--- src/design/connection_rate_limiter_top_assert.svh ---
// Assertion macros used by the rate limiter top level.
`ifndef CONNECTION_RATE_LIMITER_TOP_ASSERT_SVH
`define CONNECTION_RATE_LIMITER_TOP_ASSERT_SVH

// Same-cycle implication, checked out of reset.
`define CRL_ASSERT_IMPL(lbl, ante, cons, msg) \
    lbl: assert property (@(posedge i_clk) disable iff (!i_rst_n) (ante) |-> (cons)) \
        else $error(msg);

// Next-cycle implication, checked out of reset.
`define CRL_ASSERT_NEXT(lbl, ante, cons, msg) \
    lbl: assert property (@(posedge i_clk) disable iff (!i_rst_n) (ante) |=> (cons)) \
        else $error(msg);

`endif

--- src/design/crl_pkg.sv ---
// Types and constants of the connection rate limiter.
`timescale 1ns / 1ps
package crl_pkg;

    localparam int TABLE_ENTRIES = 64;                  // table depth, one cell per entry
    localparam int IDX_W         = $clog2(TABLE_ENTRIES);

    localparam logic OP_CONN = 1'b0;
    localparam logic OP_TICK = 1'b1;

    localparam logic [7:0] CFG_WINDOW    = 8'd0;
    localparam logic [7:0] CFG_MAX_REQ   = 8'd1;
    localparam logic [7:0] CFG_BAN       = 8'd2;
    localparam logic [7:0] CFG_PORT_CNT  = 8'd3;
    localparam logic [7:0] CFG_PORT_A    = 8'd4;
    localparam logic [7:0] CFG_PORT_B    = 8'd5;
    localparam logic [7:0] CFG_PORT_C    = 8'd6;
    localparam logic [7:0] CFG_PORT_D    = 8'd7;

    localparam logic [16:0] BAN_MARK = 17'h10000;

    typedef enum logic [2:0] {
        V_UNMON  = 3'd0,
        V_FIRST  = 3'd1,
        V_COUNT  = 3'd2,
        V_BANNED = 3'd3,
        V_STILL  = 3'd4,
        V_FULL   = 3'd5
    } t_verdict;

    typedef enum logic {
        S_IDLE,
        S_SEARCH
    } t_state;

    // lookup token walking the cell row
    typedef struct packed {
        logic             vld;
        logic [31:0]      ip;
        logic             hit;
        logic [IDX_W-1:0] hit_idx;
        logic [16:0]      hit_val;
        logic             free;
        logic [IDX_W-1:0] free_idx;
    } t_token;

    // broadcast control to every cell
    typedef struct packed {
        logic             tick;
        logic [31:0]      now_next;
        logic             wr;
        logic [IDX_W-1:0] wr_idx;
        logic             set_key;
        logic [31:0]      key;
        logic [16:0]      val;
        logic             exp_en;
        logic [31:0]      expiry;
    } t_cell_ctl;

endpackage

--- src/design/crl_cell.sv ---
// One table entry of the rate limiter plus one stage of the lookup chain.
`timescale 1ns / 1ps
module crl_cell
    import crl_pkg::*;
#(
    parameter int CELL_ID = 0
) (
    input  logic      i_clk,
    input  logic      i_rst_n,
    input  t_cell_ctl i_ctl,
    input  t_token    i_tok,
    output t_token    o_tok
);

    localparam logic [IDX_W-1:0] MY_IDX = IDX_W'(CELL_ID);

    logic        r_valid;
    logic [31:0] r_key;
    logic [16:0] r_val;
    logic [31:0] r_exp;
    t_token      r_tok;
    t_token      n_tok;

    always_comb begin
        n_tok = i_tok;
        if (i_tok.vld) begin
            if (r_valid) begin
                if (!i_tok.hit && r_key == i_tok.ip) begin
                    n_tok.hit     = 1'b1;
                    n_tok.hit_idx = MY_IDX;
                    n_tok.hit_val = r_val;
                end
            end else if (!i_tok.free) begin
                n_tok.free     = 1'b1;
                n_tok.free_idx = MY_IDX;
            end
        end
    end

    always_ff @(posedge i_clk) begin
        if (!i_rst_n) begin
            r_valid   <= 1'b0;
            r_tok.vld <= 1'b0;
        end else begin
            r_tok <= n_tok;
            if (i_ctl.tick && r_valid && r_exp == i_ctl.now_next) begin
                r_valid <= 1'b0;
            end else if (i_ctl.wr && i_ctl.wr_idx == MY_IDX && i_ctl.set_key) begin
                r_valid <= 1'b1;
            end
        end
    end

    // entry payload, no reset
    always_ff @(posedge i_clk) begin
        if (i_ctl.wr && i_ctl.wr_idx == MY_IDX) begin
            r_val <= i_ctl.val;
            if (i_ctl.set_key) begin
                r_key <= i_ctl.key;
            end
            if (i_ctl.exp_en) begin
                r_exp <= i_ctl.expiry;
            end
        end
    end

    assign o_tok = r_tok;

endmodule

--- config.mk ---
export PLATFORM = sky130hd
export DESIGN_NAME = crl_cell
export DESIGN_NICKNAME = d
export VERILOG_FILES = /design/src/design/connection_rate_limiter_top_assert.svh /design/src/design/crl_pkg.sv /design/src/design/crl_cell.sv
export SDC_FILE = /design/constraint.sdc
export NUM_CORES = 1
export LEC_CHECK = 0
export BUFFER_PORTS_ARGS = -buffer_cell sky130_fd_sc_hd__buf_4
export CAP_MARGIN = 20
export CORE_ASPECT_RATIO = 0.75
export CORE_MARGIN = 2
export CORE_UTILIZATION = 46
export CTS_BUF_LIST = sky130_fd_sc_hd__clkbuf_4 sky130_fd_sc_hd__clkbuf_8 sky130_fd_sc_hd__clkbuf_16
export DETAILED_ROUTE_END_ITERATION = 10
export PLACE_DENSITY = 0.81
export SYNTH_ARGS = -nofsm -noshare
export SYNTH_HDL_FRONTEND = slang
export SYNTH_SLANG_ARGS = --single-unit
--- constraint.sdc ---
create_clock -name i_clk -period 5 [get_ports i_clk]
set_clock_uncertainty 0.1 [all_clocks]
set_input_delay 0.75 -clock i_clk [delete_from_list [all_inputs] [get_ports i_clk]]
set_output_delay 0.75 -clock i_clk [all_outputs]
set_load 0.05 [all_outputs]
==> results of run 1 <==
==> how the worst min path moves through the flow <==
stage	start	to	slack, ns	cells after the start
floorplan	r_val[4]	o_tok[11]	0.41	1
global placement	r_val[12]	o_tok[19]	0.43	1
detailed placement	r_val[13]	o_tok[20]	0.43	1
CTS	i_ctl[15]	r_exp[15]	0.40	1
global route	i_ctl[16]	r_exp[16]	0.39	1
finish	i_ctl[20]	r_exp[20]	0.41	1
==> metal layers <==
layer  global-route usage, %  up-vias  part of all wire, %
met5                       0        -                    0
met3                    5.92       24                  6.4
met1                    23.7     1648                   39
li1                        -     1604                    -
met2                    35.8      145                   52
met4                    9.10        0                  2.1
==> worst max-delay path: cells and delay by family <==
kind | cells | cell delay (ns)
AND/OR/NAND/NOR | 3 | 1.22
XOR/XNOR | 1 | 0.15
buffers and inverters | 2 | 0.37
multiplexers | 1 | 0.36
==> kinds of logic (layout without fill, tap and decap cells) <==
| logic type | Yosys count | in the layout | share of synthesized area [%] |
|---|---|---|---|
| flops | 146 | 146 | 80.1 |
| buf+inv | 3 | 290 | 0.482 |
| mux | 17 | 17 | 3.51 |
| compound gates | 3 | 3 | 0.321 |
| xor+xnor | 64 | 64 | 10.3 |
| simple gates | 44 | 44 | 5.35 |
==> state kept, by name, summed over array words and instances (netlist names) <==
name     count
r_val       17
r_valid      1
o_tok       64
r_key       32
r_exp       32
==> synth_stat cells <==
cell type / count
edfxtp_1: 144
xor2_1: 54
mux2_2: 16
nor4_1: 13
nor2b_1: 12
xnor2_1: 10
nand4_1: 5
and2_1: 3
buf_6: 2
dfxtp_1: 2
nand2b_1: 2
nor3_1: 2
a21oi_1: 1
and3_1: 1
inv_1: 1
mux2_1: 1
nand2_1: 1
nand3_1: 1
nor2_1: 1
nor4_2: 1
nor4_4: 1
o21ai_0: 1
o31ai_1: 1
or4b_2: 1
==> through the flow <==
stage	instance area, µm²	cells	total power [W]
floorplan	5450	277	0.00162
global placement	7560	693	0.00182
detailed placement	7570	694	0.00182
CTS	8170	726	0.00310
global route	8170	726	0.00316
finish	8170	726	0.00307
==> area by class of cell <==
class	instances	area (µm²)
Sequential cell	146	4360
Clock inverter	13	163
Timing Repair Buffer	257	1930
Inverter	1	3.75
Tap cell	162	203
Multi-Input combinational cell	128	1070
Fill cell	787	3400
Clock buffer	19	440
==> power by group through the flow <==
stage          Clock (W)  Sequential (W)  Combinational, W
2_1_floorplan          0         0.00158         0.0000333
3_3_place_gp           0         0.00143          0.000382
3_5_place_dp           0         0.00144          0.000388
4_1_cts          0.00130         0.00141          0.000389
5_1_grt          0.00134         0.00141          0.000405
6_report         0.00127         0.00141          0.000387
==> metrics.txt, run 1 <==
# TYPE chip_impl_metric gauge
chip_impl_metric{name="timing.critical_path.slowest_cell_delay",unit="ns"} 0.50
chip_impl_metric{name="power.density_cell_area",unit="mW/mm²"} 376
chip_impl_metric{name="setup_total_negative_slack",unit="ns"} 0
chip_impl_metric{name="post_synth_inst_count",unit=""} 277
chip_impl_metric{name="max_root_sink_buffers",unit=""} 2
chip_impl_metric{name="clock_sinks",unit=""} 146
chip_impl_metric{name="n_antenna_cell",unit=""} 0
chip_impl_metric{name="fin_ws",unit="ns"} 2.18
chip_impl_metric{name="insertion_delay",unit="ns"} 0.41
chip_impl_metric{name="required",unit="ns"} 5.05
chip_impl_metric{name="drv_cap",unit=""} 0
chip_impl_metric{name="holdWs",unit="ns"} 0.414
chip_impl_metric{name="grt_pass1_vias",unit=""} 3672
chip_impl_metric{name="start_util",unit="%"} 47.1
chip_impl_info{name="worstReg2RegStart",value="r_key[26]"} 1
chip_impl_info{name="worstSetupEndpoint",value="o_tok[14]"} 1
chip_impl_metric{name="global_route_wire_length_before_repair",unit="mm"} 19.2
chip_impl_metric{name="synth_nets",unit=""} 466
chip_impl_info{name="timing.critical_path.to_type",value="flip-flop"} 1
chip_impl_metric{name="overflow",unit=""} 0
chip_impl_metric{name="netlist.area_leader.share",unit="%"} 79.3
chip_impl_metric{name="synth_area_per_cell",unit="µm²"} 19.7
chip_impl_metric{name="worst_pin_slew",unit="ns"} 0.878
chip_impl_metric{name="core-area",unit="mm²"} 0.0116
chip_impl_metric{name="average_wire_length_per_cell_after_detail_routing",unit="µm"} 17.8
chip_impl_metric{name="yosysWarningCount",unit=""} 0
chip_impl_metric{name="ir_worst_vdd",unit="mV"} 0.303
chip_impl_info{name="layout_common_cells",value="buf_4, edfxtp_1, xor2_1"} 1
chip_impl_metric{name="area_of_the_die",unit="mm²"} 0.0127
chip_impl_metric{name="die_width",unit="µm"} 130
chip_impl_metric{name="number_of_cts_inserted_buffers",unit=""} 17
chip_impl_metric{name="final_hold_viol_count",unit=""} 0
chip_impl_metric{name="internal_cell_power",unit="W"} 0.00236
chip_impl_metric{name="register_to_register_setup_slack",unit="ns"} 2.26
chip_impl_metric{name="synth-seq-cells",unit=""} 146
chip_impl_metric{name="routability_driven_placement_congestion_ratio",unit=""} 0.864
chip_impl_metric{name="final-max-slew-violation-count",unit=""} 0
chip_impl_metric{name="grt_max_degree",unit=""} 66
chip_impl_metric{name="total_switching_power",unit="W"} 0.000715
chip_impl_metric{name="power.share.switching",unit="%"} 23.3
chip_impl_metric{name="pin_count",unit=""} 253
chip_impl_metric{name="reg2regPathDepth",unit=""} 6
chip_impl_metric{name="post_cts_hold_buffer_count",unit=""} 0
chip_impl_metric{name="initialDrtViolationCount",unit=""} 253
chip_impl_metric{name="worst_setup_slack_post_dpl",unit="ns"} 1.80
chip_impl_info{name="root_buffer",value="clkbuf_16"} 1
chip_impl_metric{name="seq_power_share",unit="%"} 45.9
chip_impl_metric{name="timing.critical_path.fanout_max",unit=""} 16
chip_impl_metric{name="hpwlAfterDp",unit="mm"} 9.48
chip_impl_metric{name="port_buffers",unit=""} 252
chip_impl_metric{name="syn2layout_area_growth",unit="%"} 49.9
chip_impl_info{name="synth.top_cells.by_area",value="edfxtp_1, xor2_1, mux2_2"} 1
chip_impl_info{name="run_status",value="complete, no violations"} 1
chip_impl_metric{name="cp_data_arrival_time",unit="ns"} 2.87
chip_impl_metric{name="antenna_found_initial",unit=""} 0
chip_impl_metric{name="power.leakage",unit="nW"} 3.29
chip_impl_info{name="critPathKind",value="input pin to flip-flop"} 1
chip_impl_metric{name="yosysUniqueCellTypes",unit=""} 24
chip_impl_metric{name="final_net_count",unit=""} 740
chip_impl_metric{name="clkSlewWorstSetupHoldPaths",unit="ns"} 0.06
chip_impl_metric{name="drt-vias-per-instance",unit=""} 4.71
chip_impl_metric{name="drive_above_1_share",unit="%"} 54.6
chip_impl_metric{name="fp-row-count",unit=""} 34
chip_impl_metric{name="p_clk_share",unit="%"} 41.5
chip_impl_metric{name="min_period_over_period",unit="%"} 56.4
chip_impl_metric{name="grt_use_total",unit="%"} 20.6
chip_impl_info{name="critPathLaunchType",value="input pin"} 1
chip_impl_info{name="layout.cells.most_common",value="buf_4"} 1
chip_impl_metric{name="finish.utilization",unit="%"} 70.6
chip_impl_metric{name="post_cts_buffers",unit=""} 0
chip_impl_info{name="cpMaxStageDelayCell",value="nor4_1"} 1
chip_impl_metric{name="route.final.wire_length",unit="mm"} 12.9
chip_impl_info{name="r2r-end",value="o_tok[14]"} 1
chip_impl_metric{name="setup_viol",unit=""} 0
chip_impl_metric{name="drt_drc_violations_left",unit=""} 0
chip_impl_info{name="cts_tree",value="done"} 1
chip_impl_info{name="hold_path_class",value="input pin to flip-flop"} 1
chip_impl_metric{name="finalWorstPathRequiredPeriod",unit="ns"} 2.82
chip_impl_metric{name="ctsResizeCount",unit=""} 0
chip_impl_metric{name="share_comb_of_total_power",unit="%"} 12.6
chip_impl_info{name="grt_setup_unrepaired",value="false"} 1
chip_impl_info{name="cp_cell_sequence",value="buf_4, xor2_1, nor4_1, nand4_1, nor4_4, buf_6, mux2_2"} 1
chip_impl_metric{name="die_h",unit="µm"} 98.3
chip_impl_metric{name="fmax",unit="GHz"} 0.355
chip_impl_metric{name="htree_levels",unit=""} 4
chip_impl_info{name="synth_top_area_cell",value="edfxtp_1"} 1
chip_impl_metric{name="combined_area_of_all_synthesized_cells",unit="mm²"} 0.00545
chip_impl_metric{name="slew_headroom",unit="%"} 41.5
chip_impl_metric{name="seq_area_frac_synth",unit="%"} 80.1
chip_impl_metric{name="drt-pass1-iter-count",unit=""} 4
chip_impl_metric{name="drtAntennaViolNets",unit=""} 0
chip_impl_info{name="timing.critical_path.from",value="i_tok[62]"} 1
chip_impl_metric{name="routed-via-count",unit=""} 3421
Note: power is estimated with default switching activity, not from simulation.
==> run 2: changes to the inputs <==
--- a/config.mk
+++ b/config.mk
@@ -5,14 +5,15 @@
 export SDC_FILE = /design/constraint.sdc
 export NUM_CORES = 1
 export LEC_CHECK = 0
+export ABC_AREA = 1
 export BUFFER_PORTS_ARGS = -buffer_cell sky130_fd_sc_hd__buf_4
 export CAP_MARGIN = 20
 export CORE_ASPECT_RATIO = 0.75
 export CORE_MARGIN = 2
-export CORE_UTILIZATION = 46
+export CORE_UTILIZATION = 43
 export CTS_BUF_LIST = sky130_fd_sc_hd__clkbuf_4 sky130_fd_sc_hd__clkbuf_8 sky130_fd_sc_hd__clkbuf_16
 export DETAILED_ROUTE_END_ITERATION = 10
-export PLACE_DENSITY = 0.81
+export PLACE_DENSITY = 0.78
 export SYNTH_ARGS = -nofsm -noshare
 export SYNTH_HDL_FRONTEND = slang
 export SYNTH_SLANG_ARGS = --single-unit
==> constraint.sdc (replaced) <==
create_clock -name i_clk -period 2.45 [get_ports i_clk]
set_clock_uncertainty 0.1 [all_clocks]
set_input_delay 0.3675 -clock i_clk [delete_from_list [all_inputs] [get_ports i_clk]]
set_output_delay 0.3675 -clock i_clk [all_outputs]
set_load 0.05 [all_outputs]
==> run 2 against run 1 <==
Compared with the run above:
- utilization down 7.4 points
- clock-buffer cell count increased by 1
- critical endpoint is now o_tok[17]
- cell count grew 29%
- sequential share of layout area down 2.5 points
- power up 96%
- critical path depth grew 3
==> metrics.txt, run 2 <==
# TYPE chip_impl_metric gauge
chip_impl_info{name="run_status",value="complete, no violations"} 1
chip_impl_metric{name="pin_count",unit=""} 253
chip_impl_metric{name="setup_total_negative_slack",unit="ns"} 0
chip_impl_metric{name="drt-vias-per-instance",unit=""} 4.60
chip_impl_metric{name="synth-compound-area-share",unit="%"} 1.55
chip_impl_metric{name="p_clk_share",unit="%"} 39.0
chip_impl_metric{name="port_buffers",unit=""} 252
chip_impl_metric{name="synth.mux.area_fraction",unit="%"} 0
chip_impl_metric{name="yosysWarningCount",unit=""} 0
chip_impl_metric{name="drtAntennaViolNets",unit=""} 0
chip_impl_info{name="critical-path-top-delay-family",value="simple AND/OR/NAND/NOR gates"} 1
chip_impl_metric{name="slew_headroom",unit="%"} 44.1
chip_impl_metric{name="drv_cap",unit=""} 0
chip_impl_metric{name="total_switching_power",unit="W"} 0.00142
chip_impl_metric{name="finish.utilization",unit="%"} 63.2
chip_impl_metric{name="final_hold_viol_count",unit=""} 0
chip_impl_metric{name="antenna_found_initial",unit=""} 0
chip_impl_metric{name="critical_path_buf_inv_count",unit=""} 1
chip_impl_metric{name="combined_area_of_all_synthesized_cells",unit="mm²"} 0.00589
chip_impl_metric{name="min_period_over_period",unit="%"} 74.3
chip_impl_metric{name="cp_data_arrival_time",unit="ns"} 1.88
chip_impl_info{name="layout_common_cells",value="buf_4, nand2_1, edfxtp_1"} 1
chip_impl_metric{name="overflow",unit=""} 0
chip_impl_metric{name="synthAdderAreaFrac",unit="%"} 0
chip_impl_metric{name="post_cts_hold_buffer_count",unit=""} 0
chip_impl_info{name="synth_top_area_cell",value="edfxtp_1"} 1
chip_impl_metric{name="grt_max_degree",unit=""} 66
chip_impl_info{name="critPathKind",value="flip-flop to flip-flop"} 1
chip_impl_info{name="grt_setup_unrepaired",value="false"} 1
chip_impl_info{name="root_buffer",value="clkbuf_16"} 1
chip_impl_metric{name="fp-row-count",unit=""} 37
chip_impl_metric{name="area_of_the_die",unit="mm²"} 0.0147
chip_impl_metric{name="seq_power_share",unit="%"} 47.7
chip_impl_metric{name="routed-via-count",unit=""} 4310
chip_impl_info{name="critical_path.most_common_cell",value="nand2_1"} 1
chip_impl_info{name="timing.critical_path.to_type",value="flip-flop"} 1
chip_impl_metric{name="power.leakage",unit="nW"} 3.85
chip_impl_metric{name="yosysUniqueCellTypes",unit=""} 21
chip_impl_metric{name="internal_cell_power",unit="W"} 0.00459
chip_impl_metric{name="required",unit="ns"} 2.51
chip_impl_metric{name="syn2layout_area_growth",unit="%"} 45.4
chip_impl_metric{name="synth-seq-cells",unit=""} 146
chip_impl_metric{name="clkSlewWorstSetupHoldPaths",unit="ns"} 0.06
chip_impl_metric{name="n_antenna_cell",unit=""} 0
chip_impl_metric{name="postSynth.asyncResetShare",unit="%"} 0
chip_impl_metric{name="final-max-slew-violation-count",unit=""} 0
chip_impl_metric{name="global_route_wire_length_before_repair",unit="mm"} 22.0
chip_impl_metric{name="ctsResizeCount",unit=""} 0
chip_impl_metric{name="drive_above_1_share",unit="%"} 39.5
chip_impl_metric{name="start_util",unit="%"} 43.5
chip_impl_info{name="layout.cells.most_common",value="buf_4"} 1
chip_impl_metric{name="power.density_cell_area",unit="mW/mm²"} 702
chip_impl_metric{name="synth_area_per_cell",unit="µm²"} 12.4
chip_impl_metric{name="routability_driven_placement_congestion_ratio",unit=""} 0.934
chip_impl_metric{name="grt_use_total",unit="%"} 19.5
chip_impl_metric{name="htree_levels",unit=""} 4
chip_impl_info{name="synth.top_cells.by_area",value="edfxtp_1, nand2_1, inv_1"} 1
chip_impl_metric{name="worst_pin_slew",unit="ns"} 0.838
chip_impl_metric{name="timing.critical_path.slowest_cell_delay",unit="ns"} 0.38
chip_impl_info{name="main_combinational_cell_family_by_area_after_synthesis",value="simple AND/OR/NAND/NOR gates"} 1
chip_impl_metric{name="average_wire_length_per_cell_after_detail_routing",unit="µm"} 15.1
chip_impl_metric{name="insertion_delay",unit="ns"} 0.41
chip_impl_metric{name="final_net_count",unit=""} 938
chip_impl_info{name="cp_cell_sequence",value="inv_1, nand2_1, nand2_1, nand2_1, nor2_1, nand2_1, nor2_4, nand3_4, nand2_1, nand2_1"} 1
chip_impl_metric{name="finalWorstPathRequiredPeriod",unit="ns"} 1.82
chip_impl_metric{name="hpwlAfterDp",unit="mm"} 10.8
chip_impl_metric{name="timing.critical_path.fanout_max",unit=""} 23
chip_impl_metric{name="seq_area_frac_synth",unit="%"} 74.0
chip_impl_metric{name="setup_viol",unit=""} 0
chip_impl_info{name="cts_tree",value="done"} 1
chip_impl_metric{name="share_comb_of_total_power",unit="%"} 13.2
chip_impl_metric{name="grt_pass1_vias",unit=""} 4558
chip_impl_metric{name="core-area",unit="mm²"} 0.0136
chip_impl_info{name="cpMaxStageDelayCell",value="edfxtp_1"} 1
chip_impl_metric{name="synth-xor-area-share",unit="%"} 4.01
chip_impl_metric{name="synth_simple_gate_area_share",unit="%"} 15.2
chip_impl_metric{name="fmax",unit="GHz"} 0.549
chip_impl_metric{name="clock_sinks",unit=""} 146
chip_impl_metric{name="max_root_sink_buffers",unit=""} 2
chip_impl_info{name="synthTopCellsByCount",value="edfxtp_1, nand2_1, inv_1, nor2_1, xnor2_1"} 1
chip_impl_metric{name="power.share.switching",unit="%"} 23.7
chip_impl_metric{name="final.fill_count",unit=""} 1072
chip_impl_info{name="synth-main-ff-cell",value="edfxtp_1"} 1
chip_impl_metric{name="drt-pass1-iter-count",unit=""} 5
chip_impl_metric{name="synth_nets",unit=""} 665
chip_impl_info{name="hold_path_class",value="input pin to flip-flop"} 1
chip_impl_metric{name="die_width",unit="µm"} 139
chip_impl_metric{name="route.final.wire_length",unit="mm"} 14.1
chip_impl_metric{name="post_synth_inst_count",unit=""} 476
chip_impl_metric{name="post_synth_edffs",unit=""} 144
chip_impl_metric{name="post_cts_buffers",unit=""} 0
chip_impl_metric{name="initialDrtViolationCount",unit=""} 155
chip_impl_metric{name="drt_drc_violations_left",unit=""} 0
chip_impl_info{name="critPathLaunchType",value="flip-flop"} 1
chip_impl_metric{name="die_h",unit="µm"} 105
chip_impl_metric{name="ir_worst_vdd",unit="mV"} 0.548
chip_impl_metric{name="number_of_cts_inserted_buffers",unit=""} 17
chip_impl_metric{name="netlist.area_leader.share",unit="%"} 73.4
chip_impl_metric{name="number_of_flip_flops_under_the_largest_register_name",unit=""} 64
==> run 2: cell types whose count changed in the layout (fill, tap and decap cells not counted), sizes merged, moves of 13 or more <==
cell   before  now
mux2       17    0
nor4       15    0
xor2       54    4
xnor2      10   23
nor2        1   32
inv         1   70
o21ai       1   14
nand4       5   19
nand2       1  144
==> run 2: power by group through the flow <==
stage | Sequential (W) | Clock (W) | Combinational, W
after CTS | 0.00287 | 0.00240 | 0.000801
after global placement | 0.00292 | 0 | 0.000784
after detailed placement | 0.00292 | 0 | 0.000799
final | 0.00287 | 0.00235 | 0.000797
after global routing | 0.00288 | 0.00252 | 0.000841
after floorplan | 0.00322 | 0 | 0.0000866
==> run 2: final timing paths <==
check	startpoint	to	slack [ns]	cells past startpoint
worst max-delay path	r_key[0]	o_tok[17]	0.63	10
worst min-delay path	i_ctl[76]	r_key[26]	0.03	1
worst max register to register	r_key[0]	o_tok[17]	0.63	10
worst min register to register	r_val[4]	o_tok[11]	0.47	2
==> run 2: cell type report <==
type                       count  area (µm²)  area share (%)
clock buffer                  20         448            5.23
multi-input combinational    255        1230            14.3
clock inverter                12        92.6            1.08
timing repair buffer         259        1960            22.8
tap                          175         219            2.55
sequential                   146        4360            50.9
inverter                      70         263            3.07
==> run 2: cell families (layout without fill, tap and decap cells) <==
group | Yosys count | in the layout
AND/OR/NAND/NOR | 211 | 211
XOR/XNOR | 27 | 27
flip-flops | 146 | 146
AO/OA/AOI/OAI | 17 | 17
buffers and inverters | 75 | 361
==> run 2: routing by layer <==
layer,vias up,routed length (µm),track usage [%]
li1,2129,-,-
met1,1969,5740,23.1
met2,180,7060,33.0
met3,32,950,6.18
met4,0,354,8.87
met5,-,0,0
==> run 2: worst register-to-register path: stages (launching register included) <==
cell	delay [ns]
edfxtp_1	0.38
inv_1	0.07
nand2_1	0.05
nand2_1	0.07
nand2_1	0.06
nor2_1	0.11
nand2_1	0.09
nor2_4	0.15
nand3_4	0.26
nand2_1	0.17
nand2_1	0.06
==> run 2: metrics by stage <==
| stage | cell area [µm²] | std cells | total power (W) | hold WS (ns) | setup WS (ns) |
|---|---|---|---|---|---|
| 2_1_floorplan | 5900 | 476 | 0.00330 | 0.361 | 0.192 |
| 3_3_place_gp | 8030 | 905 | 0.00370 | 0.446 | 0.611 |
| 3_5_place_dp | 8030 | 905 | 0.00372 | 0.447 | 0.495 |
| 4_1_cts | 8570 | 937 | 0.00607 | 0.0117 | 0.587 |
| 5_1_grt | 8570 | 937 | 0.00624 | 0.00251 | 0.453 |
| 6_report | 8570 | 937 | 0.00602 | 0.0326 | 0.629 |
